==> src/rtl/core/ils_pkg.sv <==
// Shared types, character codes and the character classifier for the literal summer.
`timescale 1ns / 1ps

package ils_pkg;

    localparam int TQ_DEPTH = 4;
    localparam int TQ_AW    = $clog2(TQ_DEPTH);
    localparam int OQ_DEPTH = 4;
    localparam int OQ_AW    = $clog2(OQ_DEPTH);

    localparam logic [7:0] CH_BSLASH = 8'h5C;
    localparam logic [7:0] CH_MINUS  = 8'h2D;
    localparam logic [7:0] CH_DQUOTE = 8'h22;
    localparam logic [7:0] CH_ZERO   = 8'h30;
    localparam logic [7:0] CH_ONE    = 8'h31;
    localparam logic [7:0] CH_SEVEN  = 8'h37;
    localparam logic [7:0] CH_NINE   = 8'h39;
    localparam logic [7:0] CH_LO_A   = 8'h61;
    localparam logic [7:0] CH_LO_B   = 8'h62;
    localparam logic [7:0] CH_LO_F   = 8'h66;
    localparam logic [7:0] CH_LO_X   = 8'h78;
    localparam logic [7:0] CH_UP_A   = 8'h41;
    localparam logic [7:0] CH_UP_B   = 8'h42;
    localparam logic [7:0] CH_UP_F   = 8'h46;
    localparam logic [7:0] CH_UP_X   = 8'h58;

    typedef struct packed {
        logic [7:0] char_code;
        logic       end_of_input;
    } in_item_t;

    typedef struct packed {
        logic signed [63:0] number_value;
        logic signed [63:0] running_total;
        logic               is_final;
    } out_item_t;

    // Classified character as handed from the front end to the scanner
    typedef struct packed {
        logic       eoi;
        logic       minus;
        logic       quote;
        logic       bin_dig;
        logic       oct_dig;
        logic       dec_dig;
        logic       hex_dig;
        logic       is_b;
        logic       is_x;
        logic [3:0] dval;
    } tok_t;

    typedef enum logic [7:0] {
        MODE_IDLE  = 8'b0000_0001,
        MODE_MINUS = 8'b0000_0010,
        MODE_QUOTE = 8'b0000_0100,
        MODE_ZERO  = 8'b0000_1000,
        MODE_BIN   = 8'b0001_0000,
        MODE_HEX   = 8'b0010_0000,
        MODE_OCT   = 8'b0100_0000,
        MODE_DEC   = 8'b1000_0000
    } mode_t;

    function automatic tok_t classify(input logic [7:0] c);
        tok_t t;
        t         = '0;
        t.minus   = (c == CH_MINUS);
        t.quote   = (c == CH_DQUOTE);
        t.is_b    = (c == CH_LO_B) || (c == CH_UP_B);
        t.is_x    = (c == CH_LO_X) || (c == CH_UP_X);
        t.dec_dig = (c >= CH_ZERO) && (c <= CH_NINE);
        t.oct_dig = (c >= CH_ZERO) && (c <= CH_SEVEN);
        t.bin_dig = (c == CH_ZERO) || (c == CH_ONE);
        if (t.dec_dig) begin
            t.hex_dig = 1'b1;
            t.dval    = 4'(c - CH_ZERO);
        end else if ((c >= CH_LO_A) && (c <= CH_LO_F)) begin
            t.hex_dig = 1'b1;
            t.dval    = 4'(c - CH_LO_A + 8'd10);
        end else if ((c >= CH_UP_A) && (c <= CH_UP_F)) begin
            t.hex_dig = 1'b1;
            t.dval    = 4'(c - CH_UP_A + 8'd10);
        end
        return t;
    endfunction

endpackage

==> src/rtl/core/ils_front.sv <==
// Front end: takes characters, drops escapes, classifies and queues tokens.
`timescale 1ns / 1ps

module ils_front
    import ils_pkg::*;
(
    input  logic     aclk,
    input  logic     aresetn,
    input  logic     s_valid,
    output logic     s_ready,
    input  in_item_t s_data,
    output logic     tok_valid,
    input  logic     tok_ready,
    output tok_t     tok
);

    tok_t                tq_mem [TQ_DEPTH];
    logic [TQ_AW-1:0]    tq_wr_reg, tq_wr_next;
    logic [TQ_AW-1:0]    tq_rd_reg, tq_rd_next;
    logic [TQ_AW:0]      tq_cnt_reg, tq_cnt_next;
    logic                skip_reg, skip_next;
    logic                accept;
    logic                push;
    logic                pop;
    tok_t                push_tok;

    assign s_ready   = (tq_cnt_reg != (TQ_AW+1)'(TQ_DEPTH));
    assign accept    = s_valid && s_ready;
    assign tok_valid = (tq_cnt_reg != '0);
    assign tok       = tq_mem[tq_rd_reg];
    assign pop       = tok_valid && tok_ready;

    always_comb begin
        skip_next = skip_reg;
        push      = 1'b0;
        push_tok  = classify(s_data.char_code);
        if (accept) begin
            if (s_data.end_of_input) begin
                push         = 1'b1;
                push_tok     = '0;
                push_tok.eoi = 1'b1;
                skip_next    = 1'b0;
            end else if (skip_reg) begin
                skip_next = 1'b0;
            end else if (s_data.char_code == CH_BSLASH) begin
                // backslash swallows itself and the next character
                skip_next = 1'b1;
            end else begin
                push = 1'b1;
            end
        end
        tq_wr_next  = push ? tq_wr_reg + 1'b1 : tq_wr_reg;
        tq_rd_next  = pop ? tq_rd_reg + 1'b1 : tq_rd_reg;
        tq_cnt_next = tq_cnt_reg + (TQ_AW+1)'(push) - (TQ_AW+1)'(pop);
    end

    always_ff @(posedge aclk) begin
        if (push) begin
            tq_mem[tq_wr_reg] <= push_tok;
        end
    end

    always_ff @(posedge aclk) begin
        if (!aresetn) begin
            tq_wr_reg  <= '0;
            tq_rd_reg  <= '0;
            tq_cnt_reg <= '0;
            skip_reg   <= 1'b0;
        end else begin
            tq_wr_reg  <= tq_wr_next;
            tq_rd_reg  <= tq_rd_next;
            tq_cnt_reg <= tq_cnt_next;
            skip_reg   <= skip_next;
        end
    end

endmodule

==> src/rtl/core/ils_back.sv <==
// Back end: literal scanner, running total and result queue.
`timescale 1ns / 1ps

module ils_back
    import ils_pkg::*;
(
    input  logic      aclk,
    input  logic      aresetn,
    input  logic      cfg_we,
    input  logic      cfg_report,
    input  logic      tok_valid,
    output logic      tok_ready,
    input  tok_t      tok,
    output logic      m_valid,
    input  logic      m_ready,
    output out_item_t m_data
);

    mode_t            mode_reg, mode_next;
    logic             neg_reg, neg_next;
    logic [63:0]      lit_reg, lit_next;
    logic [63:0]      sum_reg, sum_next;
    logic             report_reg;

    out_item_t        oq_mem [OQ_DEPTH];
    logic [OQ_AW-1:0] oq_wr_reg, oq_wr_next;
    logic [OQ_AW-1:0] oq_rd_reg, oq_rd_next;
    logic [OQ_AW:0]   oq_cnt_reg, oq_cnt_next;

    logic             take;
    logic             pop;
    logic             do_finish;
    logic             do_start;
    logic             start_neg;
    logic             digit_ok;
    logic [63:0]      acc;
    logic [63:0]      add_val;
    logic [63:0]      sum_fin;
    logic             rep_fire;
    logic [1:0]       push_n;
    out_item_t        res_a;
    out_item_t        res_b;
    out_item_t        rep_item;
    out_item_t        fin_item;

    // two free slots so an end of stream with a pending report never stalls mid-item
    assign tok_ready = (oq_cnt_reg <= (OQ_AW+1)'(OQ_DEPTH - 2));
    assign take      = tok_valid && tok_ready;
    assign m_valid   = (oq_cnt_reg != '0);
    assign m_data    = oq_mem[oq_rd_reg];
    assign pop       = m_valid && m_ready;

    // closing a literal: one add or subtract into the total
    assign add_val  = neg_reg ? (64'd0 - lit_reg) : lit_reg;
    assign sum_fin  = neg_reg ? (sum_reg - lit_reg) : (sum_reg + lit_reg);

    always_comb begin
        case (mode_reg)
            MODE_BIN: begin
                digit_ok = tok.bin_dig;
                acc      = {lit_reg[62:0], 1'b0};
            end
            MODE_OCT: begin
                digit_ok = tok.oct_dig;
                acc      = {lit_reg[60:0], 3'b000};
            end
            MODE_DEC: begin
                digit_ok = tok.dec_dig;
                acc      = {lit_reg[60:0], 3'b000} + {lit_reg[62:0], 1'b0};
            end
            MODE_HEX: begin
                digit_ok = tok.hex_dig;
                acc      = {lit_reg[59:0], 4'b0000};
            end
            default: begin
                digit_ok = 1'b0;
                acc      = lit_reg;
            end
        endcase
    end

    always_comb begin
        mode_next = mode_reg;
        neg_next  = neg_reg;
        lit_next  = lit_reg;
        sum_next  = sum_reg;
        do_finish = 1'b0;
        do_start  = 1'b0;
        start_neg = 1'b0;

        if (tok.eoi) begin
            do_finish = mode_reg inside {MODE_ZERO, MODE_BIN, MODE_HEX, MODE_OCT, MODE_DEC};
        end else begin
            case (mode_reg)
                MODE_MINUS: begin
                    if (!tok.minus) begin
                        do_start  = 1'b1;
                        start_neg = 1'b1;
                    end
                end
                MODE_QUOTE: begin
                    if (tok.quote) begin
                        mode_next = MODE_IDLE;
                    end
                end
                MODE_ZERO: begin
                    // lone zero eats the following character
                    if (tok.is_b) begin
                        mode_next = MODE_BIN;
                    end else if (tok.is_x) begin
                        mode_next = MODE_HEX;
                    end else if (tok.oct_dig) begin
                        mode_next = MODE_OCT;
                        lit_next  = 64'(tok.dval);
                    end else begin
                        do_finish = 1'b1;
                    end
                end
                MODE_BIN, MODE_OCT, MODE_DEC, MODE_HEX: begin
                    if (digit_ok) begin
                        lit_next = acc + 64'(tok.dval);
                    end else begin
                        do_finish = 1'b1;
                        do_start  = 1'b1;
                    end
                end
                default: begin
                    do_start = 1'b1;
                end
            endcase
        end

        if (do_finish) begin
            sum_next  = sum_fin;
            mode_next = MODE_IDLE;
            neg_next  = 1'b0;
            lit_next  = '0;
        end

        if (do_start) begin
            neg_next = 1'b0;
            lit_next = '0;
            if (tok.minus) begin
                mode_next = MODE_MINUS;
                neg_next  = 1'b1;
            end else if (tok.quote) begin
                mode_next = MODE_QUOTE;
            end else if (tok.dec_dig && (tok.dval == 4'd0)) begin
                mode_next = MODE_ZERO;
                neg_next  = start_neg;
            end else if (tok.dec_dig) begin
                mode_next = MODE_DEC;
                neg_next  = start_neg;
                lit_next  = 64'(tok.dval);
            end else begin
                mode_next = MODE_IDLE;
            end
        end

        if (tok.eoi) begin
            mode_next = MODE_IDLE;
            neg_next  = 1'b0;
            lit_next  = '0;
            sum_next  = '0;
        end
    end

    always_comb begin
        rep_item.number_value  = add_val;
        rep_item.running_total = sum_fin;
        rep_item.is_final      = 1'b0;
        fin_item.number_value  = '0;
        fin_item.running_total = do_finish ? sum_fin : sum_reg;
        fin_item.is_final      = 1'b1;

        rep_fire = do_finish && report_reg && (lit_reg != '0);
        res_a    = rep_item;
        res_b    = fin_item;
        push_n   = 2'd0;
        if (take) begin
            if (rep_fire) begin
                push_n = tok.eoi ? 2'd2 : 2'd1;
            end else if (tok.eoi) begin
                res_a  = fin_item;
                push_n = 2'd1;
            end
        end

        oq_wr_next  = oq_wr_reg + OQ_AW'(push_n);
        oq_rd_next  = pop ? oq_rd_reg + 1'b1 : oq_rd_reg;
        oq_cnt_next = oq_cnt_reg + (OQ_AW+1)'(push_n) - (OQ_AW+1)'(pop);
    end

    always_ff @(posedge aclk) begin
        if (push_n != 2'd0) begin
            oq_mem[oq_wr_reg] <= res_a;
        end
        if (push_n == 2'd2) begin
            oq_mem[oq_wr_reg + 1'b1] <= res_b;
        end
    end

    always_ff @(posedge aclk) begin
        if (!aresetn) begin
            mode_reg   <= MODE_IDLE;
            neg_reg    <= 1'b0;
            lit_reg    <= '0;
            sum_reg    <= '0;
            report_reg <= 1'b0;
            oq_wr_reg  <= '0;
            oq_rd_reg  <= '0;
            oq_cnt_reg <= '0;
        end else begin
            if (take) begin
                mode_reg <= mode_next;
                neg_reg  <= neg_next;
                lit_reg  <= lit_next;
                sum_reg  <= sum_next;
            end
            if (cfg_we) begin
                report_reg <= cfg_report;
            end
            oq_wr_reg  <= oq_wr_next;
            oq_rd_reg  <= oq_rd_next;
            oq_cnt_reg <= oq_cnt_next;
        end
    end

endmodule

==> src/rtl/core/integer_literal_summer.sv <==
// Top level of the integer literal summer: front end, back end and config register port.
//
// Use: characters enter on the s_ channel (s_valid/s_ready, s_data holds char_code and
// end_of_input). Every integer literal in the stream (binary, octal, decimal, hex, with an
// optional run of minus signs, outside quotes and escapes) is added to a 64-bit total.
// Results leave on the m_ channel: with report_each_number set, one result per completed
// nonzero literal; on end_of_input a final result carrying the total, after which the
// total restarts from zero. An end of stream may give two results in a row.
// Config: cfg_valid/cfg_data write report_each_number; cfg_ready is always high.
// Write it only while the block is idle.
// Throughput: one character per cycle unless m_ stalls. A four-entry token queue sits
// between the classifier and the scanner, and a four-entry result queue drives m_.
// The character that closes a literal is registered in the token queue; when the scanner
// takes it, the result is registered in the result queue and presented on m_.
// Receiver stall: results wait in the result queue; once it cannot take two more, the
// scanner holds and the token queue fills, then s_ready drops.
// Reset (aresetn low, synchronous): queues emptied, scanner idle, total and register zero.
`timescale 1ns / 1ps

module integer_literal_summer
    import ils_pkg::*;
(
    input  logic      aclk,
    input  logic      aresetn,
    input  logic      s_valid,
    output logic      s_ready,
    input  in_item_t  s_data,
    output logic      m_valid,
    input  logic      m_ready,
    output out_item_t m_data,
    input  logic      cfg_valid,
    output logic      cfg_ready,
    input  logic      cfg_data
);

    logic tok_valid;
    logic tok_ready;
    tok_t tok;
    logic cfg_we;

    assign cfg_ready = 1'b1;
    assign cfg_we    = cfg_valid && cfg_ready;

    ils_front u_front (
        .aclk      (aclk),
        .aresetn   (aresetn),
        .s_valid   (s_valid),
        .s_ready   (s_ready),
        .s_data    (s_data),
        .tok_valid (tok_valid),
        .tok_ready (tok_ready),
        .tok       (tok)
    );

    ils_back u_back (
        .aclk       (aclk),
        .aresetn    (aresetn),
        .cfg_we     (cfg_we),
        .cfg_report (cfg_data),
        .tok_valid  (tok_valid),
        .tok_ready  (tok_ready),
        .tok        (tok),
        .m_valid    (m_valid),
        .m_ready    (m_ready),
        .m_data     (m_data)
    );

endmodule

==> config.mk <==
export PLATFORM = sky130hd
export DESIGN_NAME = integer_literal_summer
export DESIGN_NICKNAME = d
export VERILOG_FILES = /design/src/rtl/core/ils_pkg.sv /design/src/rtl/core/ils_front.sv /design/src/rtl/core/ils_back.sv /design/src/rtl/core/integer_literal_summer.sv
export SDC_FILE = /design/constraint.sdc
export NUM_CORES = 2
export LEC_CHECK = 0
export BUFFER_PORTS_ARGS = -buffer_cell sky130_fd_sc_hd__buf_2
export CORE_UTILIZATION = 40
export DETAILED_ROUTE_END_ITERATION = 8
export GPL_TIMING_DRIVEN = 0
export SYNTH_ARGS = -nofsm -noshare
export SYNTH_HDL_FRONTEND = slang
export SYNTH_SLANG_ARGS = --single-unit
==> constraint.sdc <==
create_clock -name aclk -period 12.3 [get_ports aclk]
set_clock_uncertainty 0.2 [all_clocks]
set_input_delay 2.46 -clock aclk [delete_from_list [all_inputs] [get_ports aclk]]
set_output_delay 2.46 -clock aclk [all_outputs]
set_load 0.005 [all_outputs]
Word level (Yosys, flattened, before mapping) --
Memory sizes are Yosys's and may differ from the RTL's. A register that Yosys moved wholly into a read port is not among the register bits. Index checks and enable logic that the tools add are counted.
Cells by class: add/subtract/negate cells 19, order comparisons 8, equality and inequality tests 24, muxes and demuxes 79, reductions and logical operators 27
Operators with widths (count):
- 2-to-1 mux 64 bit | 14
- 2-to-1 mux 129 bit | 3
- case mux 64 bit (4 select lines) | 1
- adder 64 bit | 2
- case mux 64 bit (2 select lines) | 1
- 2-to-1 mux 8 bit | 11
- adder 64 x 4 -> 64 bit | 1
- nonzero test 64 bit | 1
- subtractor 1 x 64 -> 64 bit, first input constant | 1
- subtractor 64 bit | 1
- equality test 8 x 7 -> 1 bit, second input constant | 6
- equality test 8 x 6 -> 1 bit, second input constant | 5
- 2-to-1 mux 1 bit | 32
- 2-to-1 mux 13 bit | 2
- >= comparator 8 x 7 -> 1 bit, second input constant | 2
- less-or-equal comparator 8 x 6 -> 1 bit, second input constant | 2
- less-or-equal comparator 8 x 7 -> 1 bit, second input constant | 2
- 2-to-1 mux 4 bit | 4
- case mux 8 bit (2 select lines) | 1
- != test 5 x 2 -> 1 bit, second input constant | 3
- nonzero test 5 bit | 3
- 2-to-1 mux 2 bit | 7
- subtractor 4 x 1 -> 4 bit, second input constant | 3
- logical AND 1 bit | 10
- other kinds (29) | 39
Word-level totals: register bits after elaboration 153, memory bits (writable) 568, logic and storage cells 171, memories 2
Memory list:
- u_back.oq_mem | words 4, bits a word 129, read ports 1, clocked after Yosys merged registers in 1, wr ports 2, RTL line ils_back.sv:25 | out_item_t oq_mem [OQ_DEPTH];
- u_front.tq_mem | words 4, bits a word 13, read ports 1, clocked after Yosys merged registers in 1, wr ports 1, RTL line ils_front.sv:17 | tok_t tq_mem [TQ_DEPTH];

Longest topological paths before layout --
word-level depth 12, depth in mapped cells 26, depth with buffers taken out 23

Modules after synthesis --
Synthesis repeated with hierarchy kept, for this count alone.
Unflattened totals: cell total of the unflattened synthesis 4528, area, all modules 44079.8 µm²
By module, submodules not included:
- ils_back | instances 1, cells an instance 4362, area each 41330.9 µm², sequential area each 15835.2 µm²
- ils_front | instances 1, cells an instance 164, area each 2737.6 µm², sequential area each 1761.7 µm²
- integer_literal_summer | instances 1, cells an instance 2, area each 11.3 µm², sequential area each 0.0 µm²

Worst setup path after synthesis --
Ideal clock, no wire load.
path type reg-to-reg, start register u_back.lit_reg[1], end memory u_back.oq_mem[1][1] (netlist name) (data pin), arrival 5974 ps, data required time 11937 ps, slack 5963 ps, stages on the path, launching flop included 20, buffers on the path 3, period minus slack after synthesis 6337 ps, cells stage by stage dfxtp_1 > clkbuf_1 > inv_1 > ha_1 > or3b_1 > or4_1 > clkbuf_1 > or4_1 > buf_2 > nand4b_4 > nor2_4 > nand3_2 > o311ai_4 > ha_1 > nand3_1 > nor3_1 > nor2_1 > inv_1 > a22oi_1 > o21ai_0
RTL lines:
- start: declaration | RTL line ils_back.sv:21 | logic [63:0] lit_reg, lit_next;
- start signal: assignment | RTL line ils_back.sv:217 | lit_reg <= lit_next;
- end: declaration | RTL line ils_back.sv:25

==> impl_metrics.json <==
{
  "max_slew.worst_pin.slew_ns": 1.44,
  "rows": 121,
  "postCtsSetupBuffers": 0,
  "synth.area.top_cells": "edfxtp_1 (21%), dfxtp_1 (19%), a22o_1 (7.6%), mux4_2 (7.2%), ha_1 (4.1%)",
  "die_height_um": 335,
  "antenna_found_initial": 3,
  "place_inst": 6220,
  "rsz0062_at_grt": "no",
  "tns_ns": 0,
  "grt_pass1_vias": 37822,
  "hold_class": "reg -> reg",
  "fin_util_pct": 45.4,
  "worst_setup_path_start_kind": "flop",
  "synth_flop_cell": "dfxtp_1",
  "cts_tree": "built",
  "crit_fanout": 10,
  "synth_top_area_share_pct": 20.9,
  "slowest_stage": "o21ai_0",
  "worst_slack_ns": 3.62,
  "hpwlAfterDp_um": 130000,
  "crit_chain": "clkbuf_1 > clkbuf_1 > buf_1 > buf_1 > mux2_2 > inv_1 > ha_1 > nor2b_1 > o21ai_0 > a21boi_0 > o311a_1 > o211ai_1 > o21ai_0 > a31oi_1 > o21ai_0 > a221oi_1 > o41ai_1 > xnor2_1 > o21ai_0",
  "start_util_pct": 40.5,
  "setup_viol": 0,
  "timing.hold.ws_ns": 0.254,
  "cts_buffer_depth": 3,
  "preCtsSetupSlack_ns": 4.05,
  "yosysWarningCount": 0,
  "syn_area_um2": 44300,
  "cap_violations": 1,
  "crit_end": "u_back.oq_mem[3][62]",
  "r2r_slack_ns": 3.62,
  "syn-num-nets": 4760,
  "slew_violations": 0,
  "ir_drop_uv": 123,
  "powerDensity_nw_per_um2": 209,
  "port_buffers": 144,
  "critPathRequiredTime_ns": 12.50,
  "period_needed_ns": 8.68,
  "synth_cell_types": 104,
  "fmax_mhz": 115,
  "hold_buffers": 0,
  "cts-buffers-inserted": 80,
  "cpPeakStageDelay_ns": 0.66,
  "syn_area_per_cell_um2": 9.64,
  "rr_endpoint": "u_back.oq_mem[3][62]",
  "die_w_um": 335,
  "final_nets": 4991,
  "slew_headroom_pct": 1.65,
  "finalHoldViolCount": 0,
  "arrival_ns": 8.89,
  "worstRegToRegCells": 19,
  "cts_resized": 0,
  "cts-root-buf": "clkbuf_16",
  "drtPass1Iterations": 7,
  "cts.sink_count": 725,
  "drt-wirelength-per-cell_um": 27.0,
  "synth_area_leader_cell": "edfxtp_1",
  "route.detailed.drc": 0,
  "seq_area_frac_synth_pct": 39.7,
  "status": "finished, violations left",
  "crit_type": "reg -> reg",
  "io_pins": 147,
  "crit_top_cell": "o21ai_0",
  "synth-async-reset-ratio_pct": 0,
  "routed_wl_um": 172000,
  "stdcell_count": 6367,
  "ys_ff_latch": 725,
  "synth_edf_count": 308,
  "r2r-start": "u_back.neg_reg",
  "vias_per_cell": 6.25,
  "grt_pass1_wl_um": 251000,
  "synthCells": 4595,
  "synthToLayoutAreaGrowth_pct": 12.0,
  "end_kind": "flop",
  "violations": "capacitance limit",
  "final_layout_size_suffix_gt1_share_pct": 11.0,
  "p_leak_nw": 18.2,
  "die_area_um2": 112000,
  "overflow": 0,
  "largest_register_ffs": 516,
  "grt_max_degree": 47,
  "period_share_pct": 70.6,
  "core_um2": 109000,
  "clkLatencyLatePin_ns": 0.69,
  "ant_nets": 0,
  "via_count": 39819,
  "clkTransAtPathRegs_ns": 0.07,
  "drt_iter0_markers": 4504,
  "gp_congestion": 1.02,
  "crit_start": "u_back.neg_reg",
  "grt_util_all_layers_pct": 29.9,
  "h-tree-depth": 3
}
-- final cells by class --
| class | count | area (um2) |
|---|---|---|
| inverters | 74 | 288 |
| multi-input cells | 3409 | 24800 |
| flip-flops and latches | 725 | 17600 |
| plain buffers | 387 | 1590 |
| clock buffers | 105 | 2230 |
| repair buffers | 149 | 838 |
| well taps | 1476 | 1850 |
| clock inverters | 41 | 373 |
| diodes | 1 | 2.50 |
| fillers | 10495 | 59700 |
-- cells in the mapped netlist, types with 12 or more instances --
master    number
nor2_1       462
dfxtp_1      417
nand2_1      383
a22o_1       382
edfxtp_1     308
clkbuf_1     287
a21oi_1      243
o21ai_0      203
xnor2_1      164
ha_1         145
mux4_2       142
o22ai_1      114
xor2_1       107
a22oi_1       99
nor3_1        87
inv_1         73
a21o_1        64
nand4_1       59
nand3_1       56
buf_1         46
mux2i_1       45
nand2b_1      40
o21a_1        39
o31ai_1       37
nor2b_1       34
nor4_1        32
or3_1         32
buf_2         31
and3_1        28
and2_1        27
a222oi_1      26
a31oi_1       23
o21bai_1      22
o211ai_1      21
buf_4         20
a221oi_1      18
a221o_1       17
a211oi_1      14
nor3b_1       13
o21ai_1       12
or4_1         12
-- routing by layer --
| metal | global-route usage, % | share of wire, % | up-vias |
|---|---|---|---|
| met5 | 0 | 0 | - |
| met1 | 40.1 | 42 | 19688 |
| met3 | 4.84 | 8.0 | 326 |
| met2 | 47.3 | 45 | 1843 |
| li1 | - | - | 17962 |
| met4 | 13.4 | 4.5 | 0 |
-- layout by cell type (no fill, tap or decap), drive strengths merged, types with 142 or more instances in the layout --
cell,n
clkbuf,392
a22o,382
xnor2,164
edfxtp,308
buf,249
nand2,384
o21ai,215
dfxtp,417
a21oi,248
nor2,468
mux4,142
ha,145
-- stage by stage --
| step | power, mW | cell area [um2] |
|---|---|---|
| 2_1_floorplan | 6.15 | 44300 |
| 3_3_place_gp | 7.85 | 46900 |
| 3_5_place_dp | 7.89 | 47000 |
| 4_1_cts | 10.3 | 49600 |
| 5_1_grt | 10.8 | 49600 |
| 6_report | 10.4 | 49600 |
-- kinds of logic (layout without fill, tap and decap cells) --
family                   after synthesis  in the layout  share of synthesized area (%)
AO/OA/AOI/OAI                       1456           1456                           23.6
AND/OR/NAND/NOR                     1338           1338                           14.4
flip-flops                           725            725                           39.7
buffers and inverters                461            756                           4.22
XOR/XNOR                             271            271                           5.36
multiplexers                         193            193                           8.39
adder cells (fa/ha/maj)              150            150                           4.32
other                                  1              2                        0.00847
-- where the power goes --
| group | switching, mW | internal, mW | total [mW] |
|---|---|---|---|
| combinational | 3.40 | 1.63 | 5.03 |
| sequential | 0.0955 | 2.82 | 2.91 |
| clock | 1.05 | 1.37 | 2.42 |
-- critical path: cells and delay by family (launching register included) --
kind | cells | cell delay [ns]
xor gates and xnor gates | 1 | 0.43
and+or+nand+nor | 1 | 0.13
DFF | 1 | 0.31
muxes | 1 | 0.48
AOI/OAI and AO/OA | 10 | 4.18
buffers and inverters | 5 | 2.45
adders and majority gates | 1 | 0.21
-- worst min path at each step --
stage | slack (ns) | endpoint | cells past startpoint | startpoint
final | 0.25 | u_back.oq_mem[0][114] | 2 | u_back.oq_mem[0][114]
after detailed placement | 0.24 | u_back.oq_mem[3][96] | 2 | u_back.oq_mem[3][96]
after floorplan | 0.22 | u_back.oq_mem[2][101] | 2 | u_back.oq_mem[2][101]
after global routing | 0.28 | u_back.oq_mem[3][85] | 2 | u_back.oq_mem[3][85]
after CTS | 0.25 | u_back.oq_mem[3][96] | 2 | u_back.oq_mem[3][96]
after global placement | 0.23 | u_back.oq_mem[2][87] | 2 | u_back.oq_mem[2][87]
Note: power is estimated with default switching activity, not from simulation.
